### src/rtl/core/macd_pkg.sv
// Shared types, constants and helpers for the MACD crossover filter.
`timescale 1ns / 1ps

package macd_pkg;

  localparam int DATA_W   = 24;
  localparam int W_FRAC   = 18;
  localparam int WEIGHT_W = 18;
  localparam int MUL_A_W  = DATA_W + 1;
  localparam int MUL_B_W  = WEIGHT_W + 1;
  localparam int PROD_W   = MUL_A_W + MUL_B_W;
  localparam int ACC_W    = 45;
  localparam int AVG_W    = ACC_W - W_FRAC;
  localparam int DIFF_W   = AVG_W + 1;

  typedef enum logic [1:0] {
    WIN_FAST,
    WIN_SLOW,
    WIN_SIG
  } win_e;

  typedef enum logic [1:0] {
    EV_NONE = 2'd0,
    EV_BUY  = 2'd1,
    EV_SELL = 2'd2
  } event_e;

  typedef struct packed {
    logic start;
    logic issue;
    win_e win;
    logic acc_clr;
    logic fin_fast;
    logic fin_slow;
    logic fin_sig;
    logic sig_valid;
    logic out_load;
  } macd_cmd_t;

  typedef struct packed {
    logic busy;
    logic out_free;
  } macd_status_t;

  function automatic logic signed [DATA_W-1:0] sat_data(input logic signed [DIFF_W-1:0] v);
    logic [DIFF_W-DATA_W:0] top;
    top = v[DIFF_W-1:DATA_W-1];
    if (top == '0 || top == '1) begin
      return v[DATA_W-1:0];
    end else if (v[DIFF_W-1]) begin
      return {1'b1, {(DATA_W-1){1'b0}}};
    end else begin
      return {1'b0, {(DATA_W-1){1'b1}}};
    end
  endfunction

endpackage

### src/rtl/core/macd_if.sv
// Valid/ready channel interfaces for price input and MACD result words.
`timescale 1ns / 1ps

interface macd_in_if;
  logic        valid;
  logic        ready;
  logic [23:0] price;

  modport source (output valid, output price, input ready);
  modport sink (input valid, input price, output ready);
endinterface

interface macd_out_if;
  logic               valid;
  logic               ready;
  logic signed [23:0] macd;
  logic signed [23:0] signal;
  logic               signal_valid;
  logic [1:0]         event_res;

  modport source (output valid, output macd, output signal, output signal_valid,
                  output event_res, input ready);
  modport sink (input valid, input macd, input signal, input signal_valid,
                input event_res, output ready);
endinterface

### src/rtl/core/macd_crossover_filter.sv
// Top level of the MACD crossover filter: sequencer plus datapath.
//
//   channel  dir  word                                      handshake
//   in_i     in   price (24b unsigned Q16.8)                valid/ready
//   out_o    out  macd, signal, signal_valid, event_res     valid/ready
//
// Warm-up words (before sample HIST_DEPTH) give no result. Later words run the fast,
// slow and signal windows, the signal window only once the signal line fills;
// one shared multiply-accumulate pipeline walks every tap of each window in turn.
// The result register lets the next word be taken while a result waits on out_o.
// Reset clears counters and previous MACD/signal values; history heads go to their last slot.
`timescale 1ns / 1ps

module macd_crossover_filter #(
  parameter int FAST_TAPS   = 13,
  parameter int SLOW_TAPS   = 27,
  parameter int SIGNAL_TAPS = 10,
  parameter int PRICE_BITS  = 24
) (
  input  logic              clk_i,
  input  logic              rst_ni,
  macd_in_if.sink           in_i,
  macd_out_if.source        out_o
);
  import macd_pkg::*;

  localparam int HIST_DEPTH = (FAST_TAPS > SLOW_TAPS) ? FAST_TAPS : SLOW_TAPS;
  localparam int MAX_TAPS   = (HIST_DEPTH > SIGNAL_TAPS) ? HIST_DEPTH : SIGNAL_TAPS;
  localparam int TAP_W      = $clog2(MAX_TAPS);

  macd_cmd_t        cmd;
  macd_status_t     status;
  logic [TAP_W-1:0] tap;

  macd_ctrl #(
    .FAST_TAPS   (FAST_TAPS),
    .SLOW_TAPS   (SLOW_TAPS),
    .SIGNAL_TAPS (SIGNAL_TAPS),
    .TAP_W       (TAP_W)
  ) u_ctrl (
    .clk_i      (clk_i),
    .rst_ni     (rst_ni),
    .in_valid_i (in_i.valid),
    .in_ready_o (in_i.ready),
    .status_i   (status),
    .cmd_o      (cmd),
    .tap_o      (tap)
  );

  macd_datapath #(
    .FAST_TAPS   (FAST_TAPS),
    .SLOW_TAPS   (SLOW_TAPS),
    .SIGNAL_TAPS (SIGNAL_TAPS),
    .PRICE_BITS  (PRICE_BITS),
    .TAP_W       (TAP_W)
  ) u_datapath (
    .clk_i          (clk_i),
    .rst_ni         (rst_ni),
    .cmd_i          (cmd),
    .tap_i          (tap),
    .price_i        (in_i.price),
    .out_ready_i    (out_o.ready),
    .status_o       (status),
    .out_valid_o    (out_o.valid),
    .macd_o         (out_o.macd),
    .signal_o       (out_o.signal),
    .signal_valid_o (out_o.signal_valid),
    .event_o        (out_o.event_res)
  );

endmodule

### src/rtl/core/macd_coef_rom.sv
// Constant Q0.18 weight table of one truncated exponential window.
`timescale 1ns / 1ps

module macd_coef_rom #(
  parameter int TAPS = 13
) (
  input  logic [$clog2(TAPS)-1:0]        addr_i,
  output logic [macd_pkg::WEIGHT_W-1:0]  weight_o
);
  import macd_pkg::*;

  localparam int AW = $clog2(TAPS);
  localparam logic [63:0] MUL      = 64'(TAPS - 1);
  localparam logic [63:0] HALF_DEN = 64'((TAPS + 1) / 2);
  localparam logic [63:0] DEN      = 64'(TAPS + 1);
  localparam logic [63:0] P_ZERO   = 64'd1 << 40;

  function automatic logic [63:0] tap_sum();
    logic [63:0] p;
    logic [63:0] s;
    p = P_ZERO;
    s = '0;
    for (int i = 0; i < TAPS; i++) begin
      s = s + p;
      p = (p * MUL + HALF_DEN) / DEN;
    end
    return s;
  endfunction

  localparam logic [63:0] P_SUM    = tap_sum();
  localparam logic [63:0] HALF_SUM = P_SUM / 2;

  function automatic logic [TAPS*WEIGHT_W-1:0] make_table();
    logic [TAPS*WEIGHT_W-1:0] t;
    logic [63:0]              p;
    t = '0;
    p = P_ZERO;
    for (int i = 0; i < TAPS; i++) begin
      t[i*WEIGHT_W +: WEIGHT_W] = WEIGHT_W'(((p << W_FRAC) + HALF_SUM) / P_SUM);
      p = (p * MUL + HALF_DEN) / DEN;
    end
    return t;
  endfunction

  localparam logic [TAPS*WEIGHT_W-1:0] TABLE = make_table();

  always_comb begin
    if ({1'b0, addr_i} < (AW + 1)'(TAPS)) begin
      weight_o = TABLE[addr_i*WEIGHT_W +: WEIGHT_W];
    end else begin
      weight_o = '0;
    end
  end

endmodule

### src/rtl/core/macd_ctrl.sv
// Sequencer: sample counting, tap issue per window, finish and output steps.
`timescale 1ns / 1ps

module macd_ctrl #(
  parameter int FAST_TAPS   = 13,
  parameter int SLOW_TAPS   = 27,
  parameter int SIGNAL_TAPS = 10,
  parameter int TAP_W       = 5
) (
  input  logic                    clk_i,
  input  logic                    rst_ni,
  input  logic                    in_valid_i,
  output logic                    in_ready_o,
  input  macd_pkg::macd_status_t  status_i,
  output macd_pkg::macd_cmd_t     cmd_o,
  output logic [TAP_W-1:0]        tap_o
);
  import macd_pkg::*;

  localparam int HIST_DEPTH = (FAST_TAPS > SLOW_TAPS) ? FAST_TAPS : SLOW_TAPS;
  localparam int MACD_START = HIST_DEPTH - 1;
  localparam int SIG_START  = HIST_DEPTH + SIGNAL_TAPS - 2;
  localparam int CNT_W      = $clog2(SIG_START + 1);

  localparam logic [3:0] S_IDLE      = 4'd0;
  localparam logic [3:0] S_FAST_RUN  = 4'd1;
  localparam logic [3:0] S_FAST_WAIT = 4'd2;
  localparam logic [3:0] S_FAST_FIN  = 4'd3;
  localparam logic [3:0] S_SLOW_RUN  = 4'd4;
  localparam logic [3:0] S_SLOW_WAIT = 4'd5;
  localparam logic [3:0] S_SLOW_FIN  = 4'd6;
  localparam logic [3:0] S_SIG_RUN   = 4'd7;
  localparam logic [3:0] S_SIG_WAIT  = 4'd8;
  localparam logic [3:0] S_SIG_FIN   = 4'd9;
  localparam logic [3:0] S_OUT       = 4'd10;

  logic [3:0]       state_q, state_d;
  logic [CNT_W-1:0] count_q, count_d;
  logic [TAP_W-1:0] tap_q, tap_d;
  logic             sig_due_q, sig_due_d;

  assign tap_o = tap_q;

  always_comb begin
    state_d    = state_q;
    count_d    = count_q;
    tap_d      = tap_q;
    sig_due_d  = sig_due_q;
    in_ready_o = 1'b0;
    cmd_o      = '0;
    cmd_o.win  = WIN_FAST;
    unique case (state_q)
      S_IDLE: begin
        in_ready_o = 1'b1;
        if (in_valid_i) begin
          cmd_o.start   = 1'b1;
          cmd_o.acc_clr = 1'b1;
          tap_d         = '0;
          sig_due_d     = (count_q >= CNT_W'(SIG_START));
          if (count_q < CNT_W'(SIG_START)) begin
            count_d = count_q + CNT_W'(1);
          end
          if (count_q >= CNT_W'(MACD_START)) begin
            state_d = S_FAST_RUN;
          end
        end
      end
      S_FAST_RUN: begin
        cmd_o.issue = 1'b1;
        if (tap_q == TAP_W'(FAST_TAPS - 1)) begin
          tap_d   = '0;
          state_d = S_FAST_WAIT;
        end else begin
          tap_d = tap_q + TAP_W'(1);
        end
      end
      S_FAST_WAIT: begin
        if (!status_i.busy) begin
          state_d = S_FAST_FIN;
        end
      end
      S_FAST_FIN: begin
        cmd_o.fin_fast = 1'b1;
        cmd_o.acc_clr  = 1'b1;
        state_d        = S_SLOW_RUN;
      end
      S_SLOW_RUN: begin
        cmd_o.issue = 1'b1;
        cmd_o.win   = WIN_SLOW;
        if (tap_q == TAP_W'(SLOW_TAPS - 1)) begin
          tap_d   = '0;
          state_d = S_SLOW_WAIT;
        end else begin
          tap_d = tap_q + TAP_W'(1);
        end
      end
      S_SLOW_WAIT: begin
        cmd_o.win = WIN_SLOW;
        if (!status_i.busy) begin
          state_d = S_SLOW_FIN;
        end
      end
      S_SLOW_FIN: begin
        cmd_o.win      = WIN_SLOW;
        cmd_o.fin_slow = 1'b1;
        cmd_o.acc_clr  = 1'b1;
        state_d        = sig_due_q ? S_SIG_RUN : S_SIG_FIN;
      end
      S_SIG_RUN: begin
        cmd_o.issue = 1'b1;
        cmd_o.win   = WIN_SIG;
        if (tap_q == TAP_W'(SIGNAL_TAPS - 1)) begin
          tap_d   = '0;
          state_d = S_SIG_WAIT;
        end else begin
          tap_d = tap_q + TAP_W'(1);
        end
      end
      S_SIG_WAIT: begin
        cmd_o.win = WIN_SIG;
        if (!status_i.busy) begin
          state_d = S_SIG_FIN;
        end
      end
      S_SIG_FIN: begin
        cmd_o.win       = WIN_SIG;
        cmd_o.fin_sig   = 1'b1;
        cmd_o.sig_valid = sig_due_q;
        cmd_o.acc_clr   = 1'b1;
        state_d         = S_OUT;
      end
      S_OUT: begin
        if (status_i.out_free) begin
          cmd_o.out_load = 1'b1;
          state_d        = S_IDLE;
        end
      end
      default: begin
        state_d = S_IDLE;
      end
    endcase
  end

  always_ff @(posedge clk_i or negedge rst_ni) begin
    if (!rst_ni) begin
      state_q   <= S_IDLE;
      count_q   <= '0;
      tap_q     <= '0;
      sig_due_q <= 1'b0;
    end else begin
      state_q   <= state_d;
      count_q   <= count_d;
      tap_q     <= tap_d;
      sig_due_q <= sig_due_d;
    end
  end

endmodule

### src/rtl/core/macd_datapath.sv
// Histories, shared multiply-accumulate, rounding, saturation and result register.
`timescale 1ns / 1ps

module macd_datapath #(
  parameter int FAST_TAPS   = 13,
  parameter int SLOW_TAPS   = 27,
  parameter int SIGNAL_TAPS = 10,
  parameter int PRICE_BITS  = 24,
  parameter int TAP_W       = 5
) (
  input  logic                               clk_i,
  input  logic                               rst_ni,
  input  macd_pkg::macd_cmd_t                cmd_i,
  input  logic [TAP_W-1:0]                   tap_i,
  input  logic [macd_pkg::DATA_W-1:0]        price_i,
  input  logic                               out_ready_i,
  output macd_pkg::macd_status_t             status_o,
  output logic                               out_valid_o,
  output logic signed [macd_pkg::DATA_W-1:0] macd_o,
  output logic signed [macd_pkg::DATA_W-1:0] signal_o,
  output logic                               signal_valid_o,
  output logic [1:0]                         event_o
);
  import macd_pkg::*;

  localparam int HIST_DEPTH = (FAST_TAPS > SLOW_TAPS) ? FAST_TAPS : SLOW_TAPS;
  localparam int PW   = (PRICE_BITS < DATA_W) ? PRICE_BITS : DATA_W;
  localparam int PH_W = $clog2(HIST_DEPTH);
  localparam int MH_W = $clog2(SIGNAL_TAPS);
  localparam int FW   = $clog2(FAST_TAPS);
  localparam int SW   = $clog2(SLOW_TAPS);
  localparam int GW   = $clog2(SIGNAL_TAPS);
  localparam logic [ACC_W-1:0] RND_HALF = ACC_W'(64'd1 << (W_FRAC - 1));

  logic [PW-1:0]            price_mem [HIST_DEPTH];
  logic signed [DATA_W-1:0] macd_mem [SIGNAL_TAPS];

  logic [PH_W-1:0] ph_head_q, ph_next, prd_ptr_q;
  logic [MH_W-1:0] mh_head_q, mh_next, mrd_ptr_q;

  logic [PW-1:0]            price_rd_q;
  logic signed [DATA_W-1:0] macd_rd_q;
  logic [WEIGHT_W-1:0]      w_fast, w_slow, w_sig, weight_d, w1_q;
  win_e                     win1_q;
  logic                     v1_q, v2_q;

  logic signed [MUL_A_W-1:0] mul_a;
  logic signed [MUL_B_W-1:0] mul_b;
  logic signed [PROD_W-1:0]  prod_d, prod_q;
  logic signed [ACC_W-1:0]   acc_q, acc_rnd;
  logic signed [AVG_W-1:0]   avg_d, fast_avg_q;
  logic signed [DIFF_W-1:0]  diff_d;
  logic signed [DATA_W-1:0]  macd_sat, macd_q, sig_q, prev_macd_q, prev_sig_q;
  logic                      sig_valid_q;
  event_e                    event_d, event_q;

  macd_coef_rom #(.TAPS(FAST_TAPS)) u_rom_fast (
    .addr_i   (tap_i[FW-1:0]),
    .weight_o (w_fast)
  );

  macd_coef_rom #(.TAPS(SLOW_TAPS)) u_rom_slow (
    .addr_i   (tap_i[SW-1:0]),
    .weight_o (w_slow)
  );

  macd_coef_rom #(.TAPS(SIGNAL_TAPS)) u_rom_sig (
    .addr_i   (tap_i[GW-1:0]),
    .weight_o (w_sig)
  );

  always_comb begin
    case (cmd_i.win)
      WIN_FAST: weight_d = w_fast;
      WIN_SLOW: weight_d = w_slow;
      default:  weight_d = w_sig;
    endcase
  end

  assign ph_next = (ph_head_q == PH_W'(HIST_DEPTH - 1)) ? '0 : ph_head_q + PH_W'(1);
  assign mh_next = (mh_head_q == MH_W'(SIGNAL_TAPS - 1)) ? '0 : mh_head_q + MH_W'(1);

  // history memories, registered reads
  always_ff @(posedge clk_i) begin
    if (cmd_i.start) begin
      price_mem[ph_next] <= price_i[PW-1:0];
    end
    if (cmd_i.issue) begin
      price_rd_q <= price_mem[prd_ptr_q];
    end
  end

  always_ff @(posedge clk_i) begin
    if (cmd_i.fin_slow) begin
      macd_mem[mh_next] <= macd_sat;
    end
    if (cmd_i.issue) begin
      macd_rd_q <= macd_mem[mrd_ptr_q];
    end
  end

  always_ff @(posedge clk_i or negedge rst_ni) begin
    if (!rst_ni) begin
      ph_head_q <= PH_W'(HIST_DEPTH - 1);
      mh_head_q <= MH_W'(SIGNAL_TAPS - 1);
      prd_ptr_q <= '0;
      mrd_ptr_q <= '0;
    end else begin
      if (cmd_i.start) begin
        ph_head_q <= ph_next;
        prd_ptr_q <= ph_next;
      end else if (cmd_i.fin_fast) begin
        prd_ptr_q <= ph_head_q;
      end else if (cmd_i.issue && cmd_i.win != WIN_SIG) begin
        prd_ptr_q <= (prd_ptr_q == '0) ? PH_W'(HIST_DEPTH - 1) : prd_ptr_q - PH_W'(1);
      end
      if (cmd_i.fin_slow) begin
        mh_head_q <= mh_next;
        mrd_ptr_q <= mh_next;
      end else if (cmd_i.issue && cmd_i.win == WIN_SIG) begin
        mrd_ptr_q <= (mrd_ptr_q == '0) ? MH_W'(SIGNAL_TAPS - 1) : mrd_ptr_q - MH_W'(1);
      end
    end
  end

  // multiply-accumulate pipeline: read, multiply, accumulate
  assign mul_a  = (win1_q == WIN_SIG) ? {macd_rd_q[DATA_W-1], macd_rd_q}
                                      : $signed(MUL_A_W'(price_rd_q));
  assign mul_b  = $signed({1'b0, w1_q});
  assign prod_d = mul_a * mul_b;

  always_ff @(posedge clk_i) begin
    w1_q   <= weight_d;
    win1_q <= cmd_i.win;
    prod_q <= prod_d;
  end

  always_ff @(posedge clk_i or negedge rst_ni) begin
    if (!rst_ni) begin
      v1_q  <= 1'b0;
      v2_q  <= 1'b0;
      acc_q <= '0;
    end else begin
      v1_q <= cmd_i.issue;
      v2_q <= v1_q;
      if (cmd_i.acc_clr) begin
        acc_q <= '0;
      end else if (v2_q) begin
        acc_q <= acc_q + ACC_W'(prod_q);
      end
    end
  end

  assign acc_rnd  = acc_q + $signed(RND_HALF);
  assign avg_d    = $signed(acc_rnd[ACC_W-1:W_FRAC]);
  assign diff_d   = {fast_avg_q[AVG_W-1], fast_avg_q} - {avg_d[AVG_W-1], avg_d};
  assign macd_sat = sat_data(diff_d);

  always_ff @(posedge clk_i) begin
    if (cmd_i.fin_fast) begin
      fast_avg_q <= avg_d;
    end
    if (cmd_i.fin_slow) begin
      macd_q <= macd_sat;
    end
    if (cmd_i.fin_sig) begin
      sig_q       <= cmd_i.sig_valid ? sat_data({avg_d[AVG_W-1], avg_d}) : '0;
      sig_valid_q <= cmd_i.sig_valid;
    end
  end

  always_comb begin
    if (prev_sig_q > prev_macd_q && sig_q < macd_q) begin
      event_d = EV_BUY;
    end else if (prev_sig_q < prev_macd_q && sig_q > macd_q) begin
      event_d = EV_SELL;
    end else begin
      event_d = EV_NONE;
    end
  end

  always_ff @(posedge clk_i or negedge rst_ni) begin
    if (!rst_ni) begin
      prev_macd_q <= '0;
      prev_sig_q  <= '0;
      out_valid_o <= 1'b0;
    end else begin
      if (cmd_i.out_load) begin
        prev_macd_q <= macd_q;
        prev_sig_q  <= sig_q;
        out_valid_o <= 1'b1;
      end else if (out_ready_i) begin
        out_valid_o <= 1'b0;
      end
    end
  end

  always_ff @(posedge clk_i) begin
    if (cmd_i.out_load) begin
      macd_o         <= macd_q;
      signal_o       <= sig_q;
      signal_valid_o <= sig_valid_q;
      event_q        <= event_d;
    end
  end

  assign event_o           = event_q;
  assign status_o.busy     = v1_q | v2_q;
  assign status_o.out_free = !out_valid_o | out_ready_i;

endmodule
### src/flat_wrapper.sv
// flat-port wrapper written by rule: the top's interface ports become plain ports
module macd_crossover_filter_flat import macd_pkg::*;
#(
  parameter int FAST_TAPS   = 13,
  parameter int SLOW_TAPS   = 27,
  parameter int SIGNAL_TAPS = 10,
  parameter int PRICE_BITS  = 24
)
  (clk_i, rst_ni, in_i_valid, in_i_price, in_i_ready, out_o_valid, out_o_macd, out_o_signal, out_o_signal_valid, out_o_event_res, out_o_ready);
  macd_in_if in_i_i ();
  macd_out_if out_o_i ();
  input  logic clk_i;
  input  logic rst_ni;
  input wire logic [$bits(in_i_i.valid)-1:0] in_i_valid;
  input wire logic [$bits(in_i_i.price)-1:0] in_i_price;
  output wire logic [$bits(in_i_i.ready)-1:0] in_i_ready;
  output wire logic [$bits(out_o_i.valid)-1:0] out_o_valid;
  output wire logic [$bits(out_o_i.macd)-1:0] out_o_macd;
  output wire logic [$bits(out_o_i.signal)-1:0] out_o_signal;
  output wire logic [$bits(out_o_i.signal_valid)-1:0] out_o_signal_valid;
  output wire logic [$bits(out_o_i.event_res)-1:0] out_o_event_res;
  input wire logic [$bits(out_o_i.ready)-1:0] out_o_ready;
  assign in_i_i.valid = in_i_valid;
  assign in_i_i.price = in_i_price;
  assign in_i_ready = in_i_i.ready;
  assign out_o_valid = out_o_i.valid;
  assign out_o_macd = out_o_i.macd;
  assign out_o_signal = out_o_i.signal;
  assign out_o_signal_valid = out_o_i.signal_valid;
  assign out_o_event_res = out_o_i.event_res;
  assign out_o_i.ready = out_o_ready;
  macd_crossover_filter #(.FAST_TAPS(FAST_TAPS), .SLOW_TAPS(SLOW_TAPS), .SIGNAL_TAPS(SIGNAL_TAPS), .PRICE_BITS(PRICE_BITS)) u_core (.clk_i(clk_i), .rst_ni(rst_ni), .in_i(in_i_i), .out_o(out_o_i));
endmodule
### config.mk
export PLATFORM = sky130hd
export DESIGN_NAME = macd_crossover_filter_flat
export DESIGN_NICKNAME = d
export VERILOG_FILES = /design/src/rtl/core/macd_pkg.sv /design/src/rtl/core/macd_if.sv /design/src/rtl/core/macd_crossover_filter.sv /design/src/rtl/core/macd_coef_rom.sv /design/src/rtl/core/macd_ctrl.sv /design/src/rtl/core/macd_datapath.sv /design/src/flat_wrapper.sv
export SDC_FILE = /design/constraint.sdc
export NUM_CORES = 2
export LEC_CHECK = 0
export ABC_AREA = 1
export ABC_CLOCK_PERIOD_IN_PS = 8100
export CORE_MARGIN = 1.5
export CORE_UTILIZATION = 60
export CTS_CLUSTER_DIAMETER = 100
export DETAILED_ROUTE_END_ITERATION = 8
export DONT_BUFFER_PORTS = 1
export PLACE_DENSITY = 0.84
export SYNTH_ARGS = -nofsm -noshare
export SYNTH_HDL_FRONTEND = slang
export SYNTH_SLANG_ARGS = --single-unit
### constraint.sdc
create_clock -name clk_i -period 8.1 [get_ports clk_i]
set_input_delay 0.405 -clock clk_i [delete_from_list [all_inputs] [get_ports clk_i]]
set_output_delay 0.405 -clock clk_i [all_outputs]
set_load 0.005 [all_outputs]
# After elaboration in Yosys (flattened, before gate mapping)

Memories as Yosys holds them, arrays and structs flattened. A register that Yosys moved wholly into a read port is not among the register bits.
Cells that the tools add are included.

Reductions and logical operators: 26
Multipliers: 3
Equality and inequality tests: 30
Shift-type cells: 3
Add/subtract/negate cells: 9
Multiplexer cells: 54
Bitwise operators: 2
Magnitude comparators: 10

Operator list:

| cell                                                                            | count |
|---|---|
| 486-bit by 11-bit indexed part select with 18-bit output (first input constant) | 1 |
| 234-bit by 10-bit indexed part select with 18-bit output (first input constant) | 1 |
| 180-bit by 10-bit indexed part select with 18-bit output (first input constant) | 1 |
| 24-bit two-way mux                                                              | 4 |
| 45-bit two-way mux                                                              | 2 |
| 4-bit two-way mux                                                               | 14 |
| 18-bit two-way mux                                                              | 3 |
| 24-bit > comparator                                                             | 2 |
| 24-bit < comparator                                                             | 2 |
| 45-bit by 19-bit adder with 45-bit output (second input constant)               | 1 |
| 45-bit by 44-bit adder with 45-bit output                                       | 1 |
| 5-bit two-way mux                                                               | 9 |
| 25-bit by 19-bit multiplier with 44-bit output                                  | 1 |
| 4-bit one-hot mux with 11 select lines                                          | 1 |
| 18-bit one-hot mux with 2 select lines                                          | 1 |
| 27-bit by 27-bit subtractor with 28-bit output                                  | 1 |
| 25-bit two-way mux                                                              | 1 |
| 5-bit == test (second input constant)                                           | 4 |
| 5-bit one-hot mux with 4 select lines                                           | 1 |
| 2-bit inequality test (second input constant)                                   | 9 |
| 4-bit by 3-bit == test with 1-bit output (second input constant)                | 4 |
| 4-bit == test (second input constant)                                           | 4 |
| 5-bit zero test                                                                 | 3 |
| 1-bit two-way mux                                                               | 14 |
| other kinds (34)                                                                | 52 |

Output and inout bits: 53
Bits in writable memories: 888
Register bits after elaboration: 321
Input bits: 28
Memories: 2

Memory list:

| name                        | depth | width | rd ports | clocked after Yosys merged registers in | wr ports | RTL line            | RTL |
|---|---|---|---|---|---|---|---|
| u_core.u_datapath.price_mem | 27    | 24    | 1        | 1                                       | 1        | macd_datapath.sv:35 | `logic [PW-1:0] price_mem [HIST_DEPTH];` |
| u_core.u_datapath.macd_mem  | 10    | 24    | 1        | 1                                       | 1        | macd_datapath.sv:36 | `logic signed [DATA_W-1:0] macd_mem [SIGNAL_TAPS];` |

# Depth between registers and ports, before layout

Depth in word-level cells: 8
Gate-level depth with buffers: 30

# Cells and area by module

From an unflattened synthesis, not the netlist that was laid out.

Cell total of the unflattened synthesis: 7335
Area, all modules: 73150.2 µm²

Modules (own cells, without submodules):

| module                                        | cells each | area each (µm²) | instances |
|---|---|---|---|
| macd_datapath                                 | 6841       | 70076.0         | 1 |
| macd_ctrl                                     | 175        | 1322.5          | 1 |
| macd_coef_rom at u_core.u_datapath.u_rom_slow | 160        | 845.8           | 1 |
| macd_coef_rom at u_core.u_datapath.u_rom_fast | 87         | 480.5           | 1 |
| macd_coef_rom at u_core.u_datapath.u_rom_sig  | 72         | 425.4           | 1 |

# Least setup slack after synthesis

OpenSTA, ideal clock, no wires.

Kind: reg-to-reg
Start: reg u_core.u_datapath.win1_q[1]
End: reg u_core.u_datapath.prod_q[38]
Cell stages (with the launch flop): 25
Slack: 2006 ps
Period minus slack after synthesis: 6094 ps
Arrival time: 6022 ps
Buffers on the path: 2
Cell sequence: dfxtp_1 inv_1 nor2_1 clkbuf_1 nand2_1 clkbuf_1 nor2_1 inv_1 fa_1 fa_1 fa_1 inv_1 fa_1 inv_1 fa_1 fa_1 inv_1 ha_1 nand2_1 nor2_1 inv_1 nor3_1 nand3_1 nand3_1 xor2_1

Word-level cells in the longest chain between the ends: 3

RTL lines:

| element                                        | RTL line             | RTL |
|---|---|---|
| from (decl)                                    | macd_datapath.sv:44  | `win_e win1_q;` |
| from (signal assigned)                         | macd_datapath.sv:134 | `win1_q <= cmd_i.win;` |
| 2-bit == test                                  | macd_datapath.sv:127 | `assign mul_a = (win1_q == WIN_SIG) ? {macd_rd_q[DATA_W-1], macd_rd_q}` |
| 25-bit two-way mux                             | macd_datapath.sv:127 |  |
| 25-bit by 19-bit multiplier with 44-bit output | macd_datapath.sv:130 | `assign prod_d = mul_a * mul_b;` |
| via u_core.u_datapath.prod_d[38]               | macd_datapath.sv:49  | `logic signed [PROD_W-1:0] prod_d, prod_q;` |
| to (signal assigned)                           | macd_datapath.sv:135 | `prod_q <= prod_d;` |
| to (decl)                                      | macd_datapath.sv:49  |  |

The timed path passes the listed nets, and every way through them passes these cells.
A chain may end at the register's enable or synchronous reset.

# Worst setup path after layout

Start: reg u_core.u_datapath.win1_q[1]
End: reg u_core.u_datapath.prod_q[35]

Same word-level chain as after synthesis.

==> metrics.log <==
INFO  metric min_delay_worst_endpoint = u_core.u_datapath.ph_head_q[1]
INFO  metric design.die.area = 0.121 mm^2
INFO  metric r2r-start = u_core.u_datapath.win1_q[1]
INFO  metric yosys.area.top_type = edfxtp_1
INFO  metric synth_cells = 6973
INFO  metric die_h = 348 um
INFO  metric nFillCells = 8575
INFO  metric number_of_enable_type_register_cells_in_the_synthesized_netlist = 1063
INFO  metric reg2reg_to = u_core.u_datapath.prod_q[35]
INFO  metric worstSetupPathType = flop to flop
INFO  metric synth.top_cells.by_count = edfxtp_1, nand2_1, nor2_1
INFO  metric clock-root-buffer = clkbuf_16
INFO  metric largest_net_degree_at_the_start_of_global_routing = 160
INFO  metric netlist-cell-type-count = 63
INFO  metric asyncSetResetFlopFracSynth = 0.104
INFO  metric drtPass1Iterations = 6
INFO  metric synth_top_area_share = 0.448
INFO  metric setup-tns-final = 0 ns
INFO  metric cts.repair.resized = 0
INFO  metric outcome = completed
INFO  metric syn_to_final_growth = 8.68%
INFO  metric clock_skew = 0.0602 ns
INFO  metric via_count_of_the_first_global_routing_pass = 52100
INFO  metric fp.coreArea = 0.118 mm^2
INFO  metric min-delay-start = in_i_valid
INFO  metric antenna_found_initial = 13
INFO  metric endpoint_kind = flop
INFO  metric most_crowded_layer_gr = met2
INFO  metric grtUsageTotal = 0.333
INFO  metric timing.fmax = 136 MHz
INFO  metric drc = 0
INFO  metric gr-total-overflow = 0
INFO  metric grtUsageMet2 = 0.538
INFO  metric place.port_buffers = 0
INFO  metric synth-warning-count = 0
INFO  metric cap_viol_max_count = 0
INFO  metric place_ws = 0.865 ns
INFO  metric floorplan.rows = 126
INFO  metric final-hold-violation-count = 0
INFO  metric reg2reg_setup_slack = 0.74 ns
INFO  metric finalCritPeriodShare = 0.908
INFO  metric detailroute.via_count = 52900
INFO  metric clk_transition_reported_paths = 0.06 ns
INFO  metric cts_tree = done
INFO  metric first_pass_grt_wire_length = 306 mm
INFO  metric yosys-top-cells-area = edfxtp_1, fa_1, nand2_1, nor2_1, inv_1
INFO  metric setup_viol = 0
INFO  metric antenna_viol_nets_final = 0
INFO  metric vias_per_cell = 6.14
INFO  metric io_pins = 81
INFO  metric ys_seq_area_frac = 0.511
INFO  metric met1_usage = 0.436
INFO  metric hold_crit_class = primary input to flop
INFO  metric worst_ep_required_time = 8.70 ns
INFO  metric floorplan.die.width = 348 um
INFO  metric synthesis.area_per_instance = 10.2 um^2
INFO  metric ys_ff_latch = 1255
INFO  metric post_cts_buffers = 0
INFO  metric hold_buffers = 27
INFO  metric wirelength = 202 mm
INFO  metric met3_global_route_usage = 0.0585
INFO  metric final_max_slew_viol_count = 0
INFO  metric cts-root-to-sink-buffers = 3
INFO  metric min_delay_path_depth = 2
INFO  metric layout_setup_ws = 0.741 ns
INFO  metric post_synthesis_instance_area = 0.0713 mm^2
INFO  metric htree_num_levels = 3
INFO  metric place.detailed.hpwl = 135 mm
INFO  metric worst-r2r-cell-count = 25
INFO  metric clock_sinks = 1255
INFO  metric cp-start-kind = flop
INFO  metric synthMostInstantiatedCell = edfxtp_1
INFO  metric synth-main-ff-cell = edfxtp_1
INFO  metric cts_buffers = 121
INFO  metric worst_skew_pair.late_latency = 0.77 ns
INFO  metric drive_above_1_share = 0.0601
INFO  metric placement.cell_area = 0.0731 mm^2
INFO  metric nets = 7674
INFO  metric timing.final.crit_period = 7.36 ns
INFO  metric worst_slew_margin_rel = 0.110
INFO  metric design_area = 0.0775 mm^2
INFO  metric drt_iter0_markers = 6855
INFO  metric worst-path-max-fanout = 25
INFO  metric routedWlPerCell = 23.5 um
INFO  metric gp_routability_congestion = 0.969
INFO  metric floorplan.initialDensity = 0.604
INFO  metric tightestPinTransition = 1.33 ns
INFO  metric rsz0062_at_grt = false
INFO  metric arrival = 7.96 ns
## stage by stage
step	utilization	hold WS [ns]	std cells
3_3_place_gp	0.620	0.116	8352
5_1_grt	0.657	0.0794	8611
6_report	0.657	0.0677	8618
3_5_place_dp	0.620	0.115	8352
2_1_floorplan	-	0.109	7023
4_1_cts	0.657	0.0365	8608
## logic make-up after synthesis
| kind of cell | Yosys count | synth area share |
|---|---|---|
| AND/OR/NAND/NOR | 2448 | 0.140 |
| flip-flops | 1255 | 0.511 |
| XOR/XNOR | 96 | 0.0118 |
| buffers and inverters | 1259 | 0.0674 |
| other | 2 | 0.000105 |
| adder cells (fa/ha/maj) | 680 | 0.166 |
| AO/OA/AOI/OAI | 1233 | 0.104 |
## cells in the final DEF, fill, tap and decap left out, types with 10 or more instances in the layout
cell type and count:
xor2_1 68, nor2_4 34, bufinv_16 13, dfrtp_1 120
buf_4 61, dfxtp_1 62, nand3_1 213, clkinv_1 29
clkbuf_1 19, dlygate4sd3_1 26, nor2_1 969, a21oi_1 200
o21ai_2 14, a21o_1 11, fa_1 446, o221ai_1 151
nor2_2 14, inv_2 18, conb_1 52, or2_2 27
nand4_1 32, o21ai_0 607, o211ai_1 36, a32oi_1 27
nor3_2 11, clkinv_2 27, o21bai_1 13, a31oi_1 39
ha_1 234, diode_2 10, clkbuf_16 124, a21oi_2 20
edfxtp_1 1063, nand2_1 1060, nor3_1 43, inv_1 962
xnor2_1 28, o22ai_1 60
## worst max-delay path, cell delays in order (launching register included)
cell	delay, ns
dfxtp_1	0.30
inv_1	0.04
nor2_1	0.03
buf_4	0.19
inv_1	0.72
o21ai_2	0.33
inv_1	0.39
nand2_1	0.14
fa_1	0.55
inv_1	0.06
fa_1	0.48
fa_1	0.57
fa_1	0.44
fa_1	0.51
inv_1	0.06
fa_1	0.49
inv_1	0.06
ha_1	0.43
nand2_1	0.11
nor2_1	0.10
inv_1	0.07
nor2_1	0.14
nand3_1	0.08
o21ai_0	0.55
a21oi_1	0.18
xnor2_1	0.16
## how the worst max path moves through the flow
stage	start	to	slack, ns
2_1_floorplan	u_core.u_datapath.win1_q[1]	u_core.u_datapath.prod_q[38]	2.01
3_3_place_gp	u_core.u_datapath.win1_q[1]	u_core.u_datapath.prod_q[35]	0.87
3_5_place_dp	u_core.u_datapath.win1_q[1]	u_core.u_datapath.prod_q[35]	0.86
4_1_cts	u_core.u_datapath.win1_q[1]	u_core.u_datapath.prod_q[35]	0.78
5_1_grt	u_core.u_datapath.win1_q[1]	u_core.u_datapath.prod_q[35]	0.45
6_report	u_core.u_datapath.win1_q[1]	u_core.u_datapath.prod_q[35]	0.74
## layout make-up
type                            count  area, um^2  area share
Sequential cell                  1255       36400       0.470
Multi-Input combinational cell   4509       30500       0.394
Clock inverter                     85         905      0.0117
Clock buffer                      144        3190      0.0412
Inverter                          990        3730      0.0481
Tap cell                         1536        1920      0.0248
Antenna cell                       10        25.0    0.000323
Timing Repair Buffer               89         766     0.00989
## per-layer routing
| metal | wire (um) | vias up |
|---|---|---|
| li1 | - | 23300 |
| met1 | 74900 | 25700 |
| met4 | 11300 | 8 |
| met5 | 49 | - |
| met3 | 20700 | 631 |
| met2 | 95400 | 3287 |
## flip-flops by register name (all words and copies together), names as in the netlist, 5 cells and up
register / count
u_core.u_datapath.prd_ptr_q: 5
u_core.u_datapath.w1_q: 16
u_core.u_datapath.macd_rd_q: 24
u_core.u_datapath.acc_q: 45
u_core.u_datapath.signal_o: 24
u_core.u_datapath.ph_head_q: 5
u_core.u_datapath.prod_q: 44
u_core.u_ctrl.count_q: 6
u_core.u_datapath.sig_q: 24
u_core.u_datapath.macd_mem: 240
u_core.u_datapath.macd_o: 24
u_core.u_datapath.fast_avg_q: 27
u_core.u_datapath.macd_q: 24
u_core.u_datapath.prev_sig_q: 24
u_core.u_datapath.price_rd_q: 24
u_core.u_datapath.prev_macd_q: 24
u_core.u_ctrl.tap_o: 5
u_core.u_datapath.price_mem: 648
Power is left out: the tool's default activity adds up to more than one toggle a clock period on the data nets, which glitch-free logic cannot reach.
